===== config.mk =====
export PLATFORM = sky130hd
export DESIGN_NAME = pid_throttle_brake_controller_unit
export DESIGN_NICKNAME = d
export VERILOG_FILES = /design/src/rtl/pidtb_pkg.sv /design/src/rtl/pid_throttle_brake_controller_unit.sv /design/src/rtl/pidtb_smac.sv /design/src/rtl/pidtb_regs.sv
export SDC_FILE = /design/constraint.sdc
export NUM_CORES = 1
export LEC_CHECK = 0
export ABC_CLOCK_PERIOD_IN_PS = 7870
export BUFFER_PORTS_ARGS = -buffer_cell sky130_fd_sc_hd__buf_2
export CORE_AREA = 5 5 267 204
export CTS_CLUSTER_DIAMETER = 60
export DETAILED_ROUTE_END_ITERATION = 6
export DIE_AREA = 0 0 272 209
export PLACE_DENSITY = 0.77
export SYNTH_ARGS = -nofsm -noshare
export SYNTH_HDL_FRONTEND = slang
export SYNTH_SLANG_ARGS = --single-unit

===== constraint.sdc =====
create_clock -name clk -period 7.87 [get_ports clk]
set_input_delay 1.574 -clock clk [delete_from_list [all_inputs] [get_ports clk]]
set_output_delay 1.574 -clock clk [all_outputs]
set_load 0.05 [all_outputs]

===== src/rtl/pidtb_pkg.sv =====
package pidtb_pkg;

  // Field widths
  localparam int SPEED_W  = 16;
  localparam int ANGLE_W  = 15;
  localparam int GAIN_W   = 16;
  localparam int CMD_W    = 13;
  localparam int STEER_W  = 14;
  localparam int ERR_W    = 17;
  localparam int DER_W    = 18;
  localparam int SUM_W    = 32;

  // Stream packing
  localparam int IN_DATA_W  = 32;
  localparam int OUT_DATA_W = 40;

  // Serial multiply-accumulate unit: one multiplier bit per cycle
  localparam int MUL_STEPS = 17;
  localparam int CNT_W     = $clog2(MUL_STEPS);
  localparam int OPD_W     = 33;
  localparam int HI_W      = 35;
  localparam int PROD_W    = HI_W + MUL_STEPS;

  // Rounding positions
  localparam int PID_SHIFT   = 8;
  localparam int PID_W       = PROD_W - PID_SHIFT;
  localparam int BRK_SHIFT   = 12;
  localparam int STEER_SHIFT = 16;

  // Brake magnitude is saturated here; anything larger clamps anyway
  localparam int MAG_W       = 25;
  localparam int BRK_PROD_W  = MAG_W + GAIN_W;
  localparam int BRK_W       = BRK_PROD_W - BRK_SHIFT + 1;
  localparam int STEER_RAW_W = PROD_W - STEER_SHIFT;

  // 180 / (35 * pi) in Q.16
  localparam logic [MUL_STEPS-1:0] STEER_SCALE = 17'd107284;
  localparam logic [CMD_W-1:0]     FULL_CMD    = 13'd4096;

  // Configuration port
  localparam int CFG_IDX_W  = 3;
  localparam int CFG_DATA_W = 16;

  typedef enum logic [CFG_IDX_W-1:0] {
    REG_SET_SPEED = 3'd0,
    REG_GAIN_P    = 3'd1,
    REG_GAIN_I    = 3'd2,
    REG_GAIN_D    = 3'd3,
    REG_BRK_BAND  = 3'd4,
    REG_BRK_SCALE = 3'd5,
    REG_BRK_CEIL  = 3'd6
  } reg_idx_t;

  typedef struct packed {
    logic [SPEED_W-1:0] set_speed;
    logic [GAIN_W-1:0]  gain_p;
    logic [GAIN_W-1:0]  gain_i;
    logic [GAIN_W-1:0]  gain_d;
    logic [SPEED_W-1:0] brk_band;
    logic [GAIN_W-1:0]  brk_scale;
    logic [CMD_W-1:0]   brk_ceil;
  } cfg_regs_t;

endpackage


===== src/rtl/pid_throttle_brake_controller_unit.sv =====
// PID speed controller with throttle/brake split and normalized steering.
//
// Input stream (s_axis_*): one item per control tick carrying the measured
// speed and the steering angle. Output stream (m_axis_*): one item per
// input item with throttle, brake and steer commands.
// Configuration channel (cfg_*): writes one register per item by index;
// always ready. Write only while no tick is in flight.
//
// Each tick takes two passes of the shared bit-serial multiply-accumulate
// unit (PID sum, then brake scaling), each with a load step; the steer
// product runs on a second serial unit during the first pass. A new item
// is accepted the cycle after the result is loaded into the output
// register, so one tick finishes its passes before the next item is
// taken.
//
// Reset clears the integral and previous error and loads the default
// register values. If the receiver stalls, the finished result holds in
// the output register; a following item may be accepted and computed, and
// it then waits for the output register before it is written.
module pid_throttle_brake_controller_unit (
  input  logic                             clk,
  input  logic                             rst,
  input  logic                             s_axis_tvalid,
  output logic                             s_axis_tready,
  // [15:0] measured_speed, [30:16] steer_angle, [31] zero
  input  logic [pidtb_pkg::IN_DATA_W-1:0]  s_axis_tdata,
  output logic                             m_axis_tvalid,
  input  logic                             m_axis_tready,
  // [12:0] throttle, [25:13] brake, [39:26] steer
  output logic [pidtb_pkg::OUT_DATA_W-1:0] m_axis_tdata,
  input  logic                             cfg_valid,
  output logic                             cfg_ready,
  input  logic [pidtb_pkg::CFG_IDX_W-1:0]  cfg_index,
  input  logic [pidtb_pkg::CFG_DATA_W-1:0] cfg_data
);
  import pidtb_pkg::*;

  typedef enum logic [2:0] {ST_IDLE, ST_PID, ST_RND, ST_BRK, ST_OUT} state_t;

  state_t                     state;
  cfg_regs_t                  regs;
  logic                       accept;

  logic [SPEED_W-1:0]         speed;
  logic signed [ANGLE_W-1:0]  angle;

  logic signed [SUM_W-1:0]    error_sum;
  logic signed [ERR_W-1:0]    last_error;
  logic                       brk_en;
  logic signed [PID_W-1:0]    pid;

  logic signed [ERR_W-1:0]    err_c;
  logic signed [SUM_W:0]      sum_wide;
  logic signed [SUM_W-1:0]    sum_next;
  logic signed [DER_W-1:0]    der_c;
  logic signed [ERR_W:0]      db_c;

  logic signed [PID_W:0]      neg_pid;
  logic [MAG_W-1:0]           mag_c;
  logic                       pid_pos;
  logic signed [PID_W-1:0]    full_pid;

  logic                       a_start, a_done, b_done;
  logic [MUL_STEPS-1:0]       a_mult_a, a_mult_b, a_mult_c;
  logic signed [OPD_W-1:0]    a_opd_a, a_opd_b, a_opd_c, b_opd_a;
  logic signed [PROD_W-1:0]   prod_a, prod_b;

  logic [BRK_W-1:0]           brk_raw;
  logic [CMD_W-1:0]           brk_lim;
  logic [CMD_W-1:0]           thr_c, brk_c;
  logic signed [STEER_RAW_W-1:0] st_raw;
  logic signed [STEER_W-1:0]  st_c;
  logic signed [STEER_RAW_W-1:0] st_max, st_min;

  logic [CMD_W-1:0]           out_throttle, out_brake;
  logic signed [STEER_W-1:0]  out_steer;

  pidtb_regs u_regs (
    .clk       (clk),
    .rst       (rst),
    .cfg_valid (cfg_valid),
    .cfg_ready (cfg_ready),
    .cfg_index (cfg_index),
    .cfg_data  (cfg_data),
    .regs      (regs)
  );

  assign s_axis_tready = (state == ST_IDLE);
  assign accept        = s_axis_tvalid && s_axis_tready;
  assign speed         = s_axis_tdata[SPEED_W-1:0];
  assign angle         = s_axis_tdata[SPEED_W+ANGLE_W-1:SPEED_W];

  // Error, saturating integral, derivative and deadband test
  always_comb begin
    err_c    = $signed({1'b0, regs.set_speed}) - $signed({1'b0, speed});
    sum_wide = {error_sum[SUM_W-1], error_sum}
             + {{(SUM_W+1-ERR_W){err_c[ERR_W-1]}}, err_c};
    if (sum_wide[SUM_W] != sum_wide[SUM_W-1]) begin
      sum_next = sum_wide[SUM_W] ? {1'b1, {(SUM_W-1){1'b0}}} : {1'b0, {(SUM_W-1){1'b1}}};
    end else begin
      sum_next = sum_wide[SUM_W-1:0];
    end
    der_c = {err_c[ERR_W-1], err_c} - {last_error[ERR_W-1], last_error};
    db_c  = {err_c[ERR_W-1], err_c} + $signed({2'b00, regs.brk_band});
  end

  // Brake magnitude from the rounded PID sum, saturated
  always_comb begin
    neg_pid  = -{pid[PID_W-1], pid};
    mag_c    = (neg_pid[PID_W-1:MAG_W] != '0) ? {MAG_W{1'b1}} : neg_pid[MAG_W-1:0];
    pid_pos  = !pid[PID_W-1] && (pid != '0);
    full_pid = {{(PID_W-CMD_W){1'b0}}, FULL_CMD};
  end

  // Operand selection for the shared unit: PID pass, then brake pass
  always_comb begin
    a_start = accept || (state == ST_RND);
    if (state == ST_RND) begin
      a_mult_a = {1'b0, regs.brk_scale};
      a_mult_b = '0;
      a_mult_c = '0;
      a_opd_a  = {{(OPD_W-MAG_W){1'b0}}, mag_c};
      a_opd_b  = '0;
      a_opd_c  = '0;
    end else begin
      a_mult_a = {1'b0, regs.gain_p};
      a_mult_b = {1'b0, regs.gain_i};
      a_mult_c = {1'b0, regs.gain_d};
      a_opd_a  = {{(OPD_W-ERR_W){err_c[ERR_W-1]}}, err_c};
      a_opd_b  = {{(OPD_W-SUM_W){sum_next[SUM_W-1]}}, sum_next};
      a_opd_c  = {{(OPD_W-DER_W){der_c[DER_W-1]}}, der_c};
    end
    b_opd_a = {{(OPD_W-ANGLE_W){angle[ANGLE_W-1]}}, angle};
  end

  pidtb_smac u_mac_pid (
    .clk    (clk),
    .rst    (rst),
    .start  (a_start),
    .mult_a (a_mult_a),
    .mult_b (a_mult_b),
    .mult_c (a_mult_c),
    .opd_a  (a_opd_a),
    .opd_b  (a_opd_b),
    .opd_c  (a_opd_c),
    .done   (a_done),
    .prod   (prod_a)
  );

  pidtb_smac u_mac_steer (
    .clk    (clk),
    .rst    (rst),
    .start  (accept),
    .mult_a (STEER_SCALE),
    .mult_b ('0),
    .mult_c ('0),
    .opd_a  (b_opd_a),
    .opd_b  ('0),
    .opd_c  ('0),
    .done   (b_done),
    .prod   (prod_b)
  );

  // Final commands: throttle clamp, brake round and clamp, steer round and clamp
  always_comb begin
    thr_c   = '0;
    brk_c   = '0;
    brk_raw = {1'b0, prod_a[BRK_PROD_W-1:BRK_SHIFT]}
            + {{(BRK_W-1){1'b0}}, prod_a[BRK_SHIFT-1]};
    brk_lim = (regs.brk_ceil > FULL_CMD) ? FULL_CMD : regs.brk_ceil;
    if (pid_pos) begin
      thr_c = (pid > full_pid) ? FULL_CMD : pid[CMD_W-1:0];
    end else if (brk_en) begin
      brk_c = (brk_raw > {{(BRK_W-CMD_W){1'b0}}, brk_lim}) ? brk_lim : brk_raw[CMD_W-1:0];
    end
    st_max = {{(STEER_RAW_W-CMD_W){1'b0}}, FULL_CMD};
    st_min = -st_max;
    st_raw = $signed(prod_b[PROD_W-1:STEER_SHIFT])
           + $signed({{(STEER_RAW_W-1){1'b0}}, prod_b[STEER_SHIFT-1]});
    priority if (st_raw > st_max) begin
      st_c = st_max[STEER_W-1:0];
    end else if (st_raw < st_min) begin
      st_c = st_min[STEER_W-1:0];
    end else begin
      st_c = st_raw[STEER_W-1:0];
    end
  end

  // Sequencer, controller state and output register
  always_ff @(posedge clk) begin
    if (rst) begin
      state         <= ST_IDLE;
      m_axis_tvalid <= 1'b0;
      error_sum     <= '0;
      last_error    <= '0;
      brk_en        <= 1'b0;
    end else begin
      // Drop valid once taken, unless a new result is loaded this cycle
      if (m_axis_tvalid && m_axis_tready && (state != ST_OUT)) begin
        m_axis_tvalid <= 1'b0;
      end
      unique case (state)
        ST_IDLE: begin
          if (accept) begin
            error_sum  <= sum_next;
            last_error <= err_c;
            brk_en     <= db_c[ERR_W];
            state      <= ST_PID;
          end
        end
        ST_PID: begin
          if (a_done) begin
            pid   <= $signed(prod_a[PROD_W-1:PID_SHIFT])
                   + $signed({{(PID_W-1){1'b0}}, prod_a[PID_SHIFT-1]});
            state <= ST_RND;
          end
        end
        ST_RND: begin
          state <= ST_BRK;
        end
        ST_BRK: begin
          if (a_done) begin
            state <= ST_OUT;
          end
        end
        ST_OUT: begin
          if (!m_axis_tvalid || m_axis_tready) begin
            out_throttle  <= thr_c;
            out_brake     <= brk_c;
            out_steer     <= st_c;
            m_axis_tvalid <= 1'b1;
            state         <= ST_IDLE;
          end
        end
        default: state <= ST_IDLE;
      endcase
    end
  end

  assign m_axis_tdata = {out_steer, out_brake, out_throttle};

  a_accept_starts: assert property (@(posedge clk) disable iff (rst)
    (s_axis_tvalid && s_axis_tready) |=> (state == ST_PID))
    else $error("accepted item did not start the PID pass");

  a_thr_brk_excl: assert property (@(posedge clk) disable iff (rst)
    m_axis_tvalid |-> (out_throttle == '0 || out_brake == '0))
    else $error("throttle and brake both active");

  a_steer_range: assert property (@(posedge clk) disable iff (rst)
    m_axis_tvalid |-> (out_steer <= $signed(14'sd4096) && out_steer >= $signed(-14'sd4096)))
    else $error("steer command out of range");

  a_steer_done: assert property (@(posedge clk) disable iff (rst)
    b_done |-> (state == ST_PID))
    else $error("steer pass finished outside the PID pass");

endmodule


===== src/rtl/pidtb_smac.sv =====
module pidtb_smac (
  input  logic                                clk,
  input  logic                                rst,
  input  logic                                start,
  input  logic [pidtb_pkg::MUL_STEPS-1:0]     mult_a,
  input  logic [pidtb_pkg::MUL_STEPS-1:0]     mult_b,
  input  logic [pidtb_pkg::MUL_STEPS-1:0]     mult_c,
  input  logic signed [pidtb_pkg::OPD_W-1:0]  opd_a,
  input  logic signed [pidtb_pkg::OPD_W-1:0]  opd_b,
  input  logic signed [pidtb_pkg::OPD_W-1:0]  opd_c,
  output logic                                done,
  output logic signed [pidtb_pkg::PROD_W-1:0] prod
);
  import pidtb_pkg::*;

  logic                       run;
  logic [CNT_W-1:0]           cnt;
  logic [MUL_STEPS-1:0]       ma, mb, mc;
  logic signed [OPD_W-1:0]    oa, ob, oc;
  logic signed [HI_W-1:0]     hi;
  logic [MUL_STEPS-1:0]       lo;
  logic signed [HI_W-1:0]     pa, pb, pc, sum_t;

  // Select the partial products for the current multiplier bit
  always_comb begin
    pa    = ma[0] ? {{(HI_W-OPD_W){oa[OPD_W-1]}}, oa} : '0;
    pb    = mb[0] ? {{(HI_W-OPD_W){ob[OPD_W-1]}}, ob} : '0;
    pc    = mc[0] ? {{(HI_W-OPD_W){oc[OPD_W-1]}}, oc} : '0;
    sum_t = hi + pa + pb + pc;
  end

  // Step counter and completion pulse
  always_ff @(posedge clk) begin
    if (rst) begin
      run  <= 1'b0;
      done <= 1'b0;
      cnt  <= '0;
    end else begin
      done <= 1'b0;
      if (start) begin
        run <= 1'b1;
        cnt <= '0;
      end else if (run) begin
        cnt <= cnt + 1'b1;
        if (cnt == CNT_W'(MUL_STEPS - 1)) begin
          run  <= 1'b0;
          done <= 1'b1;
        end
      end
    end
  end

  // Shift multipliers right, shift product bits into the low register
  always_ff @(posedge clk) begin
    if (start) begin
      ma <= mult_a;
      mb <= mult_b;
      mc <= mult_c;
      oa <= opd_a;
      ob <= opd_b;
      oc <= opd_c;
      hi <= '0;
      lo <= '0;
    end else if (run) begin
      ma <= ma >> 1;
      mb <= mb >> 1;
      mc <= mc >> 1;
      hi <= sum_t >>> 1;
      lo <= {sum_t[0], lo[MUL_STEPS-1:1]};
    end
  end

  assign prod = {hi, lo};

  a_done_after_run: assert property (@(posedge clk) disable iff (rst)
    done |-> $past(run))
    else $error("smac done without a running pass");

  a_start_runs: assert property (@(posedge clk) disable iff (rst)
    start |=> run)
    else $error("smac start did not begin a pass");

  a_fall_done: assert property (@(posedge clk) disable iff (rst)
    $fell(run) |-> done)
    else $error("smac pass ended without done");

endmodule


===== src/rtl/pidtb_regs.sv =====
module pidtb_regs (
  input  logic                             clk,
  input  logic                             rst,
  input  logic                             cfg_valid,
  output logic                             cfg_ready,
  input  logic [pidtb_pkg::CFG_IDX_W-1:0]  cfg_index,
  input  logic [pidtb_pkg::CFG_DATA_W-1:0] cfg_data,
  output pidtb_pkg::cfg_regs_t             regs
);
  import pidtb_pkg::*;

  assign cfg_ready = 1'b1;

  // Write one register per accepted item; unknown indexes are dropped
  always_ff @(posedge clk) begin
    if (rst) begin
      regs.set_speed <= 16'd3840;
      regs.gain_p    <= 16'd3072;
      regs.gain_i    <= 16'd123;
      regs.gain_d    <= 16'd2253;
      regs.brk_band  <= 16'd26;
      regs.brk_scale <= 16'd1229;
      regs.brk_ceil  <= 13'd2048;
    end else if (cfg_valid && cfg_ready) begin
      unique case (reg_idx_t'(cfg_index))
        REG_SET_SPEED: regs.set_speed <= cfg_data;
        REG_GAIN_P:    regs.gain_p    <= cfg_data;
        REG_GAIN_I:    regs.gain_i    <= cfg_data;
        REG_GAIN_D:    regs.gain_d    <= cfg_data;
        REG_BRK_BAND:  regs.brk_band  <= cfg_data;
        REG_BRK_SCALE: regs.brk_scale <= cfg_data;
        REG_BRK_CEIL:  regs.brk_ceil  <= cfg_data[CMD_W-1:0];
        default: ;
      endcase
    end
  end

endmodule

==> qor.txt, run 1 <==
DRC - 0
YS warnings - 0
commonest non-fill, non-tap cells in the layout - nand2_1 (543), nor2_1 (293), dfxtp_1 (271), a21oi_1 (254), edfxtp_1 (223)
fillers - 4198
EDFF count, synth - 223
Tcrit/Tclk final - 0.870
initial antenna violation count - 0
total CTS buffers - 51
layout cell share with drive strength beyond 1 - 0.0836
Most used DFF post-synth - dfxtp_1
hold_buf cts - 0
Via density - 6.02
worst hold-check path type - reg -> reg
FF/Latch Area - 12200 sq um
setup tns final - 0 ps
pre-CTS setup slack - 543 ps
Synth Area in Compound Gates - 0.145
post-cts gate resize count - 0
slew margin rel. - 0.197
synthesis-to-layout area growth - 8.93%
Initial Utilization - 0.588
WL per Instance - 18.6 um
mapped cell area - 30600 sq um
Total Nets Final - 3774
Max Freq - 146 MHz
post-synthesis cell count - 3445
Synth cell types - 86
ANT cells - 0
gpl congestion - 0.950
mux cell area share after synthesis - 0.0236
Worst-path clk slew - 60 ps
Avg Cell Area, Syn - 8.87 sq um
Max Cap Viol - 0
clock power share - 0.242
post-CTS setup buffers - 0
post-layout min period - 6850 ps
DRT Pass-1 Iters - 5
H-tree depth - 2
# IOs - 99
Leakage - 13.6 nW
P_int - 6.29 mW
FF+latch count, synth - 496
main combinational cell family by area after synthesis - simple AND/OR/NAND/NOR gates
Core Footprint - 52000 sq um
CTS sink count - 496
clk_skew - 25.7 ps
Slew @ Worst Pin - 1200 ps
Synth Area in Simple Gates - 0.214
fin worst setup slack - 1020 ps
PD cells - 306 nW/um^2
final hold vios - 0
final setup fails - 0
cell row count - 73
Slew Viols, Final - 0
CTS Buffer Depth - 3
Post-DRT Antenna Nets - 0
dpl cell area - 31600 sq um
largest net degree at the start of global routing - 91
multi-input logic area - 17100 sq um
sequential cell area fraction in the yosys report - 0.398
Crit Path Class - in -> reg
CTS tree - built
worst-skew pair later-pin latency - 620 ps
CP required - 8320 ps
die width - 272 um
crit end category - flop
worst-path maximum fanout - 17
Global Route Usage Sum - 0.269
P_sw - 3.92 mW
WL final - 77.9 mm
Seq pwr share - 0.337
DP HPWL - 56.6 mm
asr flop ratio synth - 0
die area - 56800 sq um
GRT overflow - 0
CP Launch Type - input port
switching share of power - 0.384
VDD IR-drop max - 0.230 mV
Comb pwr share - 0.421
Final Instance Area - 33300 sq um
Chip Height - 209 um
unrepaired setup endpoints after global routing - false
# port buffers - 96
vias in the first global route - 24773
crit path DAT - 7300 ps
commonest non-fill, non-tap cell in the layout - nand2_1
Synth Area in Adders - 0.117
total number of vias - 25236
DR iter-0 viols - 2430
Post-Synth XOR/XNOR Area - 0.0593
outcome - finished, final reports clean
first-pass GRT wire length - 127 mm
root buffer cell - clkbuf_16
post-synth net total - 3744
==> worst paths after layout <==
kind | startpoint | endpoint | slack (ps) | depth (start not counted)
setup / recovery | s_axis_tdata[2] | u_mac_pid.ob[18]$_SDFFCE_PP0N_ | 1020 | 23
hold / removal | u_regs.regs[76]$_SDFFE_PP0P_ | u_regs.regs[76]$_SDFFE_PP0P_ | 460 | 2
setup reg to reg | u_regs.regs[93]$_SDFFE_PP0P_ | u_mac_pid.ob[18]$_SDFFCE_PP0N_ | 1740 | 23
hold reg to reg | u_regs.regs[76]$_SDFFE_PP0P_ | u_regs.regs[76]$_SDFFE_PP0P_ | 460 | 2
==> power groups by stage <==
stage	Combinational (mW)	Sequential (mW)	Clock (mW)
2_1_floorplan	3.37	3.33	0
6_report	4.30	3.43	2.47
3_3_place_gp	4.07	3.47	0
4_1_cts	4.25	3.43	2.51
5_1_grt	4.85	3.47	2.62
3_5_place_dp	4.21	3.48	0
==> routing by layer <==
metal | global-route usage | wire (um)
met5 | 0 | 0
met1 | 0.372 | 34700
met3 | 0.0445 | 4870
met4 | 0.0889 | 2520
met2 | 0.437 | 35900
==> area by class of cell <==
class | instances | share of cell area
clock buffers | 69 | 0.0422
repair buffers | 133 | 0.0228
well taps | 675 | 0.0254
flip-flops and latches | 496 | 0.365
clock inverters | 27 | 0.00890
multi-input cells | 2609 | 0.515
inverters | 184 | 0.0209
==> critical path, cell delays in order <==
cell       delay [ps]
buf_2              80
inv_1              40
ha_1              320
nor2b_1           140
o21a_1            180
o21ai_0           290
a211oi_1          200
o41ai_1           550
a21oi_1           120
o21ai_0           380
inv_1             160
nor2_1            110
buf_4             260
ha_1              330
a2111oi_0         430
o31ai_1           140
o22ai_1           260
o22ai_1           170
o31ai_1           480
mux2i_1           240
buf_4             260
nand2_1           340
nor2_1            220
==> sequential cells by signal, indices dropped and copies added, names as in the netlist, 5 cells and up <==
signal           flops
error_sum           32
out_steer           14
u_mac_steer.oa      15
u_mac_steer.ma      17
u_mac_pid.mb        16
u_mac_pid.oa        26
u_mac_pid.mc        16
out_brake           13
u_mac_pid.cnt        5
pid                 44
u_mac_steer.cnt      5
u_mac_pid.lo        10
u_mac_pid.oc        18
u_mac_pid.ob        32
u_regs.regs        109
u_mac_pid.ma        16
last_error          17
out_throttle        13
u_mac_pid.hi        34
u_mac_steer.hi      34
==> kinds of logic (layout without fill, tap and decap cells) <==
family                   Yosys count  in the layout
AO/OA/AOI/OAI                    704            704
XOR/XNOR                         207            207
adder cells (fa/ha/maj)          243            243
buffers and inverters            340            413
flip-flops                       496            496
multiplexers                      72             72
other                              1              1
AND/OR/NAND/NOR                 1382           1382
==> cell usage after synthesis (22+ instances only) <==
cell      number  area share
ha_1         173       0.071
nand2b_1      22      0.0045
xnor2_1      130       0.037
nor3_1        73       0.012
and3_1        43      0.0088
nor2b_1       39      0.0080
a211oi_1      52       0.013
and2_1        66       0.014
mux2i_1       72       0.024
a21o_1        53       0.013
a21oi_1      254       0.042
inv_1        181       0.022
edfxtp_1     223        0.22
nand4_1       40      0.0082
o21a_1        25      0.0061
nand3_1      114       0.019
fa_1          70       0.046
clkbuf_1     126       0.015
dfxtp_1      273        0.18
a31oi_1       27      0.0055
o21ai_0      120       0.020
nand2_1      544       0.067
nand3b_1      40      0.0098
xor2_1        77       0.022
nor2_1       294       0.036
==> per-stage QoR <==
step | power, mW | hold WS [ps] | utilization | cells
final | 10.2 | 456 | 0.641 | 4193
after global routing | 10.9 | 469 | 0.641 | 4193
after CTS | 10.2 | 454 | 0.641 | 4193
after detailed placement | 7.69 | 446 | 0.608 | 4097
after global placement | 7.54 | 437 | 0.608 | 4097
after floorplan | 6.70 | 426 | - | 3445
Note: power is estimated with default switching activity, not from simulation.
==> run 2: changes to the inputs <==
--- a/config.mk
+++ b/config.mk
@@ -5,8 +5,8 @@
 export SDC_FILE = /design/constraint.sdc
 export NUM_CORES = 1
 export LEC_CHECK = 0
-export ABC_CLOCK_PERIOD_IN_PS = 7870
-export BUFFER_PORTS_ARGS = -buffer_cell sky130_fd_sc_hd__buf_2
+export ABC_CLOCK_PERIOD_IN_PS = 7250
+export BUFFER_PORTS_ARGS = -buffer_cell sky130_fd_sc_hd__clkbuf_2
 export CORE_AREA = 5 5 267 204
 export CTS_CLUSTER_DIAMETER = 60
 export DETAILED_ROUTE_END_ITERATION = 6
==> constraint.sdc (replaced) <==
create_clock -name clk -period 7.25 [get_ports clk]
set_input_delay 1.45 -clock clk [delete_from_list [all_inputs] [get_ports clk]]
set_output_delay 1.45 -clock clk [all_outputs]
set_load 0.05 [all_outputs]
==> qor.txt, run 2 (synthesized netlist as in run 1, its figures left out) <==
WL per Instance - 18.8 um
DP HPWL - 57.4 mm
DRC - 0
cell row count - 73
final core utilization - 0.641
Hold Crit Start - u_regs.regs[18]$_SDFFE_PP0P_
Slew @ Worst Pin - 1220 ps
post-layout min period - 6800 ps
Slew Viols, Final - 0
Max Cap Viol - 0
Reg2Reg Depth - 26
synthesis-to-layout area growth - 8.94%
CP required - 7590 ps
commonest non-fill, non-tap cell in the layout - nand2_1
Final Instance Area - 33300 sq um
post-cts gate resize count - 0
PD cells - 332 nW/um^2
Crit Path Class - in -> reg
worst-skew pair later-pin latency - 620 ps
Core Footprint - 52000 sq um
final setup fails - 0
Setup crit start - s_axis_tdata[2]
CTS Buffer Depth - 3
worst hold-check path type - reg -> reg
# IOs - 99
H-tree depth - 2
outcome - finished, final reports clean
Hold WS - 455 ps
final hold vios - 0
die area - 56800 sq um
clk_skew - 12.7 ps
DR iter-0 viols - 2551
unrepaired setup endpoints after global routing - false
Worst-path clk slew - 60 ps
CP max stage delay - 640 ps
largest net degree at the start of global routing - 79
GRT overflow - 0
vias in the first global route - 25181
total number of vias - 25437
WL final - 79.0 mm
Overall Power - 11.1 mW
crit end category - flop
top flop regs - u_regs.regs: 109 flops, pid: 44 flops
crit path DAT - 7140 ps
die width - 272 um
Max Freq - 147 MHz
Largest register FFs - 109
Post-DRT Antenna Nets - 0
Global Route Usage Sum - 0.272
CTS tree - built
hold_buf cts - 0
total CTS buffers - 51
CTS sink count - 496
# port buffers - 96
VDD IR-drop max - 0.249 mV
CP Launch Type - input port
gpl congestion - 0.937
dpl cell area - 31600 sq um
Top cell by count, worst path - buf_4
Worst R2R Setup Slack - 1020 ps
Total Nets Final - 3778
post-CTS setup buffers - 0
Min-Delay Path Depth - 2
Tcrit/Tclk final - 0.938
Worst path slowest cell - a2111oi_0
DRT Pass-1 Iters - 6
initial antenna violation count - 0
Chip Height - 209 um
commonest non-fill, non-tap cells in the layout - nand2_1 (542), nor2_1 (293), dfxtp_1 (271), a21oi_1 (254), edfxtp_1 (223)
layout cell share with drive strength beyond 1 - 0.0843
setup tns final - 0 ps
first-pass GRT wire length - 128 mm
Leakage - 13.6 nW
Via density - 6.06
root buffer cell - clkbuf_16
worst-path maximum fanout - 15
Initial Utilization - 0.588
worst flop-to-flop path startpoint - u_regs.regs[93]$_SDFFE_PP0P_
slew margin rel. - 0.186
ANT cells - 0
Largest Register - u_regs.regs
==> run 2: cell count changes in the layout (fill, tap and decap cells not counted), sizes merged <==
cell | before | now
clkbuf | 69 | 170
inv | 188 | 185
bufinv | 4 | 2
clkinvlp | 2 | 1
buf | 133 | 42
==> run 2: worst max-delay path, delay by kind of cell <==
kind                       cells  cell delay [ps]
buffers and inverters          7             1110
muxes                          1              170
adders and majority gates      2              660
and+or+nand+nor                3              460
AOI/OAI and AO/OA             13             3280
==> run 2: where the power goes <==
part	switching (mW)	leakage (nW)	total, mW	internal [mW]
Combinational	2.78	8.43	4.69	1.91
Clock	1.17	0.818	2.64	1.48
Sequential	0.328	4.33	3.74	3.41
Total	4.27	13.6	11.1	6.80
==> run 2: area by class of cell <==
class	count	area, sq um
Inverter	184	696
Tap cell	675	845
Clock buffer	75	1460
Fill cell	4172	18700
Multi-Input combinational cell	2609	17100
Sequential cell	496	12200
Timing Repair Buffer	137	791
Clock inverter	21	205
==> run 2: through the flow <==
stage | worst slack, ps | std cells
after floorplan | 487 | 3445
after global placement | -30.9 | 4101
after detailed placement | -244 | 4101
after CTS | 350 | 4197
after global routing | 6.35 | 4197
final | 449 | 4197
==> run 2: layer usage <==
| layer | vias to the layer above | global-route usage | part of all wire |
|---|---|---|---|
| li1 | 12142 | - | - |
| met1 | 12243 | 0.374 | 0.44 |
| met2 | 893 | 0.443 | 0.46 |
| met3 | 159 | 0.0430 | 0.070 |
| met4 | 0 | 0.0899 | 0.031 |
| met5 | - | 0 | 0 |
==> run 2: worst paths after layout <==
| kind | end |
|---|---|
| max | u_mac_pid.ob[1]$_SDFFCE_PP0N_ |
| min | u_regs.regs[18]$_SDFFE_PP0P_ |
| max reg2reg | u_mac_pid.ob[1]$_SDFFCE_PP0N_ |
| min reg2reg | u_regs.regs[18]$_SDFFE_PP0P_ |
==> run 3: changes to the inputs <==
--- a/config.mk
+++ b/config.mk
@@ -7,10 +7,10 @@
 export LEC_CHECK = 0
 export ABC_CLOCK_PERIOD_IN_PS = 7250
 export BUFFER_PORTS_ARGS = -buffer_cell sky130_fd_sc_hd__clkbuf_2
-export CORE_AREA = 5 5 267 204
+export CORE_AREA = 2 2 264 201
 export CTS_CLUSTER_DIAMETER = 60
 export DETAILED_ROUTE_END_ITERATION = 6
-export DIE_AREA = 0 0 272 209
+export DIE_AREA = 0 0 266 203
 export PLACE_DENSITY = 0.77
 export SYNTH_ARGS = -nofsm -noshare
 export SYNTH_HDL_FRONTEND = slang
==> qor.txt, run 3 (synthesized netlist as in run 1, its figures left out) <==
met1 Use GR - 0.406
P_int - 6.81 mW
worst hold-check path type - reg -> reg
Seq pwr share - 0.338
post-layout min period - 6770 ps
dpl cell area - 31600 sq um
Slew @ Worst Pin - 1330 ps
Crit Path Class - in -> reg
Worst R2R Setup Slack - 1110 ps
CTS tree - built
CP required - 7590 ps
Core Footprint - 51200 sq um
clk_skew - 30.4 ps
Initial Utilization - 0.597
largest net degree at the start of global routing - 78
Largest register FFs - 109
Global Route Usage Sum - 0.289
synthesis-to-layout area growth - 8.94%
worst-skew pair later-pin latency - 620 ps
Reg2Reg Depth - 25
Max Cap Viol - 0
Setup crit start - s_axis_tdata[1]
P_sw - 4.24 mW
gr busiest metal - met2
commonest non-fill, non-tap cell in the layout - nand2_1
Largest Register - u_regs.regs
CP Launch Type - input port
CTS Buffer Depth - 3
die width - 266 um
Max Freq - 148 MHz
vias in the first global route - 24981
crit end category - flop
ANT cells - 0
final hold vios - 0
slew margin rel. - 0.112
Post-DRT Antenna Nets - 0
# IOs - 99
Via density - 6.04
GR met2 Demand/Resource - 0.469
crit path DAT - 7110 ps
switching share of power - 0.384
H-tree depth - 2
WL final - 77.6 mm
fin worst setup slack - 475 ps
Leakage - 13.6 nW
total CTS buffers - 50
first-pass GRT wire length - 127 mm
worst-path maximum fanout - 12
unrepaired setup endpoints after global routing - false
CTS sink count - 496
pre-CTS setup slack - -151 ps
gpl congestion - 0.995
DP HPWL - 56.1 mm
cell row count - 72
Comb pwr share - 0.422
Slew Viols, Final - 0
DRT Pass-1 Iters - 6
GRT overflow - 0
outcome - finished, final reports clean
met3 GRT Util - 0.0361
Chip Height - 203 um
worst flop-to-flop path startpoint - u_regs.regs[93]$_SDFFE_PP0P_
fillers - 4130
initial antenna violation count - 0
Tcrit/Tclk final - 0.934
WL per Instance - 18.5 um
total number of vias - 25284
# port buffers - 96
reg2reg end - u_mac_pid.ob[22]$_SDFFCE_PP0N_
layout cell share with drive strength beyond 1 - 0.0844
root buffer cell - clkbuf_16
setup tns final - 0 ps
die area - 54000 sq um
Final Instance Area - 33300 sq um
Hold WS - 456 ps
top flop regs - u_regs.regs: 109 flops, pid: 44 flops
commonest non-fill, non-tap cells in the layout - nand2_1 (543), nor2_1 (293), dfxtp_1 (271), a21oi_1 (254), edfxtp_1 (223)
PD cells - 332 nW/um^2
Worst-path clk slew - 60 ps
DRC - 0
final setup fails - 0
DR iter-0 viols - 2269
Total Nets Final - 3778
VDD IR-drop max - 0.193 mV
end of the critical path - u_mac_pid.ob[22]$_SDFFCE_PP0N_
clock power share - 0.240
## run 3: worst min-delay path by stage
stage / start / slack [ps] / to / cells after the start
after floorplan: u_mac_steer.ma[16]$_SDFFE_PP1P_ / 430 / u_mac_steer.ma[16]$_SDFFE_PP1P_ / 1
after global placement: u_mac_steer.ma[16]$_SDFFE_PP1P_ / 430 / u_mac_steer.ma[16]$_SDFFE_PP1P_ / 1
after detailed placement: u_mac_steer.ma[16]$_SDFFE_PP1P_ / 440 / u_mac_steer.ma[16]$_SDFFE_PP1P_ / 1
after CTS: u_regs.regs[84]$_SDFFE_PP0P_ / 460 / u_regs.regs[84]$_SDFFE_PP0P_ / 2
after global routing: u_regs.regs[21]$_SDFFE_PP0P_ / 470 / u_regs.regs[21]$_SDFFE_PP0P_ / 2
final: u_regs.regs[59]$_SDFFE_PP0P_ / 460 / u_regs.regs[59]$_SDFFE_PP0P_ / 2
## run 3: per-stage QoR
step | utilization | power [mW] | std cells
CTS | 0.651 | 11.0 | 4187
global placement | 0.618 | 8.18 | 4093
detailed placement | 0.618 | 8.35 | 4093
global route | 0.651 | 11.8 | 4187
floorplan | - | 7.27 | 3445
finish | 0.651 | 11.0 | 4187
## run 3: area by class of cell
class / instances / area [sq um] / share of cell area
Clock buffer: 73 / 1430 / 0.0429
Clock inverter: 21 / 241 / 0.00725
Inverter: 184 / 696 / 0.0209
Multi-Input combinational cell: 2609 / 17100 / 0.515
Sequential cell: 496 / 12200 / 0.365
Tap cell: 666 / 833 / 0.0250
Timing Repair Buffer: 138 / 798 / 0.0240
## run 3: critical path, stage by stage
cell and delay, ps:
clkbuf_2 110, inv_1 50, ha_1 270, nor2b_1 130, o21a_1 180, o21ai_0 400
a21oi_1 170, a2111oi_0 440, nor3_1 220, xor2_1 530, ha_1 430, nand3_1 140
nor2_1 60, a211o_1 310, o2111ai_1 340, a31oi_1 280, a2111oi_0 720, mux2i_1 190
buf_4 230, nand2_1 380, nor2_1 100
## run 3: power groups by stage
| stage | clock (mW) | sequential (mW) | combinational (mW) |
|---|---|---|---|
| after global placement | 0 | 3.77 | 4.42 |
| after global routing | 2.78 | 3.77 | 5.27 |
| final | 2.65 | 3.73 | 4.66 |
| after detailed placement | 0 | 3.78 | 4.57 |
| after floorplan | 0 | 3.61 | 3.66 |
| after CTS | 2.67 | 3.72 | 4.60 |
## run 3: per-layer routing
| layer | vias to the layer above | wire length [um] |
|---|---|---|
| met5 | - | 0 |
| li1 | 12139 | - |
| met1 | 12120 | 34900 |
| met4 | 0 | 2140 |
| met2 | 883 | 35300 |
| met3 | 142 | 5230 |
## run 3: what timing repair did
item | CTS | global route
buffers inserted | 0 | 0
hold buffers | 0 | 0
endpoints found under the setup margin | 0 | 12
gates resized for setup | 0 | 1
